===== src/hw/rtl/yay0_lz_decompressor_defines.svh =====
// Assertion macros for the Yay0 decoder. Each use expects clk and rst_n in scope.
`ifndef YAY0_LZ_DECOMPRESSOR_DEFINES_SVH
`define YAY0_LZ_DECOMPRESSOR_DEFINES_SVH

// Same-cycle implication.
`define YAY0_ASSERT(lbl, ante, cons, msg) \
    lbl: assert property (@(posedge clk) disable iff (!rst_n) (ante) |-> (cons)) \
        else $error(msg);

// Next-cycle implication.
`define YAY0_ASSERT_NEXT(lbl, ante, cons, msg) \
    lbl: assert property (@(posedge clk) disable iff (!rst_n) (ante) |=> (cons)) \
        else $error(msg);

`endif


===== src/hw/rtl/yay0_pkg.sv =====
`timescale 1ns / 1ps
`default_nettype none

package yay0_pkg;

    localparam int WIN_AW    = 12;
    localparam int WIN_DEPTH = 1 << WIN_AW;
    localparam int LEN_W     = 9;
    localparam int SIZE_W    = 24;
    localparam int DATA_W    = 64;
    localparam int OCNT_W    = 4;
    localparam int MAX_LANES = DATA_W / 8;

    localparam logic [SIZE_W-1:0] SIZE_MAX       = 24'hFFFFFF;
    localparam logic [LEN_W-1:0]  LONG_LEN_BIAS  = 9'd18;
    localparam logic [LEN_W-1:0]  SHORT_LEN_BIAS = 9'd2;

    typedef logic [7:0]        byte_t;
    typedef logic [WIN_AW-1:0] win_addr_t;
    typedef logic [LEN_W-1:0]  len_t;
    typedef logic [SIZE_W-1:0] size_t;

    // control from the sequencer to the history RAM
    typedef struct packed {
        logic      lit_load;
        byte_t     lit_byte;
        logic      issue;
        win_addr_t rd_addr;
        logic      fwd;
        logic      absorb;
        win_addr_t wr_addr;
    } hist_ctl_t;

    // control from the sequencer to the lane packer
    typedef struct packed {
        logic absorb;
        logic flush;
        logic run_last;
        logic done;
    } pack_ctl_t;

    // status from the lane packer
    typedef struct packed {
        logic out_free;
        logic lane_last;
    } pack_stat_t;

endpackage

`default_nettype wire


===== src/hw/rtl/yay0_if.sv =====
`timescale 1ns / 1ps
`default_nettype none


interface yay0_res_if;
    import yay0_pkg::*;

    logic              valid;
    logic              ready;
    logic [DATA_W-1:0] out_data;
    logic [OCNT_W-1:0] out_count;
    logic              run_last;
    logic              done_res;

    modport source (output valid, out_data, out_count, run_last, done_res,
                    input ready);
    modport sink   (input valid, out_data, out_count, run_last, done_res,
                    output ready);
endinterface


`default_nettype wire


===== src/hw/rtl/yay0_pack.sv =====
`timescale 1ns / 1ps
`default_nettype none

// Gathers bytes into lanes and holds the result beat until it is taken.
module yay0_pack #(
    parameter int OUT_LANES = 8
) (
    input  wire logic                clk,
    input  wire logic                rst_n,
    input  wire yay0_pkg::pack_ctl_t ctl,
    input  wire yay0_pkg::byte_t     byte_in,
    output yay0_pkg::pack_stat_t     stat,
    yay0_res_if.source               res
);
    import yay0_pkg::*;

    localparam int CNT_W = $clog2(OUT_LANES + 1);

    logic [DATA_W-1:0] acc_data_reg;
    logic [CNT_W-1:0]  acc_cnt_reg;
    logic [DATA_W-1:0] merged;
    logic              out_valid_reg;
    logic [DATA_W-1:0] out_data_reg;
    logic [OCNT_W-1:0] out_count_reg;
    logic              run_last_reg;
    logic              done_reg;

    assign stat.out_free  = !out_valid_reg || res.ready;
    assign stat.lane_last = (acc_cnt_reg == CNT_W'(OUT_LANES - 1));

    always_comb
    begin
        merged = '0;
        for (int l = 0; l < OUT_LANES; l++)
        begin
            merged[8*l +: 8] = (acc_cnt_reg == CNT_W'(l)) ? byte_in
                                                           : acc_data_reg[8*l +: 8];
        end
    end

    always_ff @(posedge clk or negedge rst_n)
    begin
        if (!rst_n)
        begin
            acc_data_reg  <= '0;
            acc_cnt_reg   <= '0;
            out_valid_reg <= 1'b0;
            out_data_reg  <= '0;
            out_count_reg <= '0;
            run_last_reg  <= 1'b0;
            done_reg      <= 1'b0;
        end
        else
        begin
            priority if (ctl.absorb && ctl.flush)
            begin
                out_valid_reg <= 1'b1;
                out_data_reg  <= merged;
                out_count_reg <= OCNT_W'(acc_cnt_reg) + OCNT_W'(1);
                run_last_reg  <= ctl.run_last;
                done_reg      <= ctl.done;
                acc_data_reg  <= '0;
                acc_cnt_reg   <= '0;
            end
            else if (ctl.absorb)
            begin
                acc_data_reg <= merged;
                acc_cnt_reg  <= acc_cnt_reg + CNT_W'(1);
                if (res.ready)
                begin
                    out_valid_reg <= 1'b0;
                end
            end
            else if (res.ready)
            begin
                out_valid_reg <= 1'b0;
            end
        end
    end

    assign res.valid     = out_valid_reg;
    assign res.out_data  = out_data_reg;
    assign res.out_count = out_count_reg;
    assign res.run_last  = run_last_reg;
    assign res.done_res  = done_reg;

endmodule

`default_nettype wire


===== src/flat_wrapper.sv =====
// flat-port wrapper written by rule: the top's interface ports become plain ports
module yay0_pack_flat import yay0_pkg::*;
#(
    parameter int OUT_LANES = 8
)
  (clk, rst_n, ctl, byte_in, stat, res_valid, res_out_data, res_out_count, res_run_last, res_done_res, res_ready);
  yay0_res_if res_i ();
  input  wire logic clk;
  input  wire logic rst_n;
  input  wire yay0_pkg::pack_ctl_t ctl;
  input  wire yay0_pkg::byte_t byte_in;
  output yay0_pkg::pack_stat_t stat;
  output wire logic [$bits(res_i.valid)-1:0] res_valid;
  output wire logic [$bits(res_i.out_data)-1:0] res_out_data;
  output wire logic [$bits(res_i.out_count)-1:0] res_out_count;
  output wire logic [$bits(res_i.run_last)-1:0] res_run_last;
  output wire logic [$bits(res_i.done_res)-1:0] res_done_res;
  input wire logic [$bits(res_i.ready)-1:0] res_ready;
  assign res_valid = res_i.valid;
  assign res_out_data = res_i.out_data;
  assign res_out_count = res_i.out_count;
  assign res_run_last = res_i.run_last;
  assign res_done_res = res_i.done_res;
  assign res_i.ready = res_ready;
  yay0_pack #(.OUT_LANES(OUT_LANES)) u_core (.clk(clk), .rst_n(rst_n), .ctl(ctl), .byte_in(byte_in), .stat(stat), .res(res_i));
endmodule

===== config.mk =====
export PLATFORM = sky130hd
export DESIGN_NAME = yay0_pack_flat
export DESIGN_NICKNAME = d
export VERILOG_FILES = /design/src/hw/rtl/yay0_lz_decompressor_defines.svh /design/src/hw/rtl/yay0_pkg.sv /design/src/hw/rtl/yay0_if.sv /design/src/hw/rtl/yay0_pack.sv /design/src/flat_wrapper.sv
export SDC_FILE = /design/constraint.sdc
export NUM_CORES = 1
export LEC_CHECK = 0
export BUFFER_PORTS_ARGS = -buffer_cell sky130_fd_sc_hd__clkbuf_2
export CAP_MARGIN = 0
export CORE_MARGIN = 10
export CORE_UTILIZATION = 55
export DETAILED_ROUTE_END_ITERATION = 8
export GPL_TIMING_DRIVEN = 0
export PLACE_DENSITY = 0.82
export SYNTH_ARGS = -nofsm -noshare
export SYNTH_HDL_FRONTEND = slang
export SYNTH_SLANG_ARGS = --single-unit

===== constraint.sdc =====
create_clock -name clk -period 1.8 [get_ports clk]
set_clock_uncertainty 0.05 [all_clocks]
set_input_delay 0.27 -clock clk [delete_from_list [all_inputs] [get_ports clk]]
set_output_delay 0.27 -clock clk [all_outputs]
set_load 0.03 [all_outputs]

==> flow_summary.toml <==
[grt]
grt_pass1_wl_mm = 28.5
grt_usage_pct = 22.5
use_met2_pct = 35.5
top_usage_layer = "met2"
antenna_found_initial = 0
grt_pass1_vias = 5302
grt_max_degree = 78
grtUsageMet3_pct = 5.96
grt.overflow.total = 0
grt_util_met1_pct = 28.6

[setup_path]
worst-r2r-cell-count = 6
crit_fanout = 6
cp-start-kind = "flip-flop"
crit_required_ns = 1.48
rrSetupSlack_ns = 0.002
arrival_ns = 1.48
r2r-end = "u_core.acc_data_reg[14]"
crit_path_end_kind = "output pin"
reg2reg_from = "u_core.acc_cnt_reg[0]"
path_class = "flip-flop to output pin"

[cells_and_area]
antenna_cells = 0
fin_cells = 872
drive_gt1_share_pct = 25.1
syn_to_final_growth_pct = 23.4
multi_input_area_um2 = 2440
fillers = 799
fin_nets = 738
regArea_um2 = 3480

[detailed_routing]
antenna_left = 0
routed_wl_mm = 18.0
drc = 0
first_pass_iters = 6
routedWlPerCell_um = 20.6
drt_first_iter_violations = 721
vias = 5336
avgViaCountPerCell = 6.12

[floorplanning]
ios = 88
start_util_pct = 56.2
rows = 38
fp.dieArea_um2 = 15700
die_h_um = 125
core_area_um2 = 10900
die_w_um = 125

[yosys]
syn_area_um2 = 6120
ys_types = 41
synthMuxAreaShare_pct = 0
synth_compound_area_share_pct = 22.9
synth_flop_cell = "dfrtp_1"
yosysTopAreaCell = "dfrtp_1"
synthAdderAreaFrac_pct = 0.818
syn_area_per_cell_um2 = 10.1
yosys-top-cells-area = "dfrtp_1 (57%), a21oi_1 (10%), o2bb2ai_1 (6.6%)"
ys_seq_area_share_pct = 56.8
synth_seq_cells = 139
yosysTopAreaCellShare_pct = 56.8
synthCells = 604
synth-xor-area-share_pct = 0.143
yosysWarnings = 0
synth_edf_count = 0
synth_simple_gate_area_share_pct = 14.6
synth.net_count = 623
synth_top_family_by_area = "compound AO/OA/AOI/OAI gates"
async_reset_ff_share_pct = 100

[hold_path]
min_to = "u_core.acc_data_reg[19]"
hp-start = "byte_in[3]"
min_path_type = "input pin to flip-flop"
min_path_cells = 3

[timing]
setup_violations = 0
timing.fmax_mhz = 556
final-max-slew-violation-count = 0
min_period_ns = 1.80
relSlewSlack_pct = 41.2
rsz0062_at_grt = "yes"
setup_tns_ns = 0
tightest_slew_ns = 0.882
period_share_pct = 99.9
timing.final.hold_violations = 0

[power_and_ir_drop]
power_density_nw_per_um2 = 1230
p_leak_nw = 3.41
ir_worst_vdd_mv = 0.667

[place]
dp_hpwl_mm = 11.7
gp_congestion = 0.932
port_buffers = 85
dp.cells = 830

[clock_network]
cts_inserted_buffers = 17
clk_latency_ns = 0.54
htree_levels = 4
cts_tree = "yes"
cts_buffer_depth = 2
clk_pin_slew_worst_paths_ns = 0.06
cts_root_buf = "clkbuf_8"
clock_sinks = 139

[run_status]
status = "finished clean"

[job]
cap_viol_max_count = 0
cell usage after synthesis (3+ instances only):
master / number
a21oi_1: 128
a22o_1: 10
a22oi_1: 7
and3b_2: 3
buf_2: 12
buf_4: 4
buf_6: 6
clkbuf_1: 23
dfrtp_1: 139
ha_1: 4
nand2_1: 95
nand2b_1: 5
nand3b_2: 4
nor2_1: 66
nor3b_4: 3
o21ai_0: 7
o21ai_2: 6
o221ai_1: 8
o2bb2ai_1: 46
or3b_1: 3
metrics by stage:
stage                     hold slack (ns)  total power, mW  setup WS [ns]  area (µm²)  utilization, %
final                              0.0423             9.33        0.00228        7560            69.4
after global routing               0.0546             9.69        -0.0484        7560            69.4
after CTS                          0.0295             9.28        -0.0585        7490            68.8
after detailed placement            0.231             5.72         -0.101        6760            62.1
after global placement              0.412             5.65          -1.66        6720            61.7
after floorplan                   -0.0756             5.07          0.144        6120               -
cells by family (layout without fill, tap and decap cells):
family,Yosys count,in the layout
buffers and inverters,52,180
AOI/OAI and AO/OA,219,219
adders and majority gates,4,4
DFF,139,139
xor gates and xnor gates,1,1
and+or+nand+nor,189,189
layout make-up:
type / instances / area share [%]
Inverter: 4 / 0.298
Clock inverter: 14 / 2.25
Sequential cell: 139 / 46.1
Multi-Input combinational cell: 413 / 32.3
Buffer: 46 / 3.49
Clock buffer: 18 / 5.66
Timing Repair Buffer: 98 / 7.57
Tap cell: 140 / 2.32
worst max-delay path by stage:
stage                                     start                 endpoint  slack [ns]  cells after the start
after floorplan           u_core.acc_cnt_reg[0]  u_core.acc_data_reg[20]        0.14                      6
after global placement                    rst_n  u_core.res.out_data[34]       -1.66                      1
after detailed placement  u_core.acc_cnt_reg[0]  u_core.res.out_data[17]       -0.10                      7
after CTS                 u_core.acc_cnt_reg[0]  u_core.res.out_data[17]       -0.06                      7
after global routing      u_core.acc_cnt_reg[0]   u_core.acc_data_reg[7]       -0.05                      6
final                     u_core.acc_cnt_reg[0]                  stat[0]       0.002                      4
report_power, final:
part / leakage (nW) / switching [mW] / internal [mW] / total, mW
sequential: 1.77 / 0.263 / 3.53 / 3.79
clock: 0.284 / 1.40 / 2.15 / 3.56
combinational: 1.36 / 1.35 / 0.631 / 1.99
cells in the final DEF (no fill, tap or decap), types with 2 or more instances in the layout:
cell,Yosys,routed
dfrtp_1,139,137
a21oi_1,128,128
nand2_1,95,95
clkbuf_2,2,83
nor2_1,66,66
o2bb2ai_1,46,46
clkbuf_1,23,23
clkbuf_16,0,16
buf_4,4,12
buf_2,12,12
a22o_1,10,10
o221ai_1,8,8
o21ai_0,7,7
buf_6,6,6
a22oi_1,7,6
nand2b_1,5,5
nor3b_4,3,4
o21ai_2,6,4
ha_4,0,4
clkinvlp_4,0,4
dlygate4sd3_1,0,4
inv_4,0,3
and3b_2,3,3
o21ai_4,1,3
nand3b_2,4,3
or3b_4,1,3
clkbuf_8,0,3
clkinv_2,0,3
bufinv_16,0,3
and4bb_2,2,2
a22oi_2,1,2
a31oi_1,2,2
clkinv_4,0,2
inv_6,0,2
dfrtp_2,0,2
layer usage:
metal / part of all wire, % / wire length, µm
met3: 9.4 / 1700
met5: 0 / 0
met1: 40 / 7280
met4: 2.2 / 393
met2: 48 / 8630
timing repair:
item                       in CTS  in global routing
hold endpoints to repair       65                  0
hold buffers                    4                  0
setup endpoints to repair      42                 63
pin swaps                       1                  1
buffers inserted                4                  4
gates resized for setup        13                 12
worst max-delay path, stage by stage, from the launching register on:
cell and delay (ns):
dfrtp_2 0.48, ha_4 0.20, nand3b_4 0.09, inv_4 0.05, buf_8 0.13
Note: power is estimated with default switching activity, not from simulation.
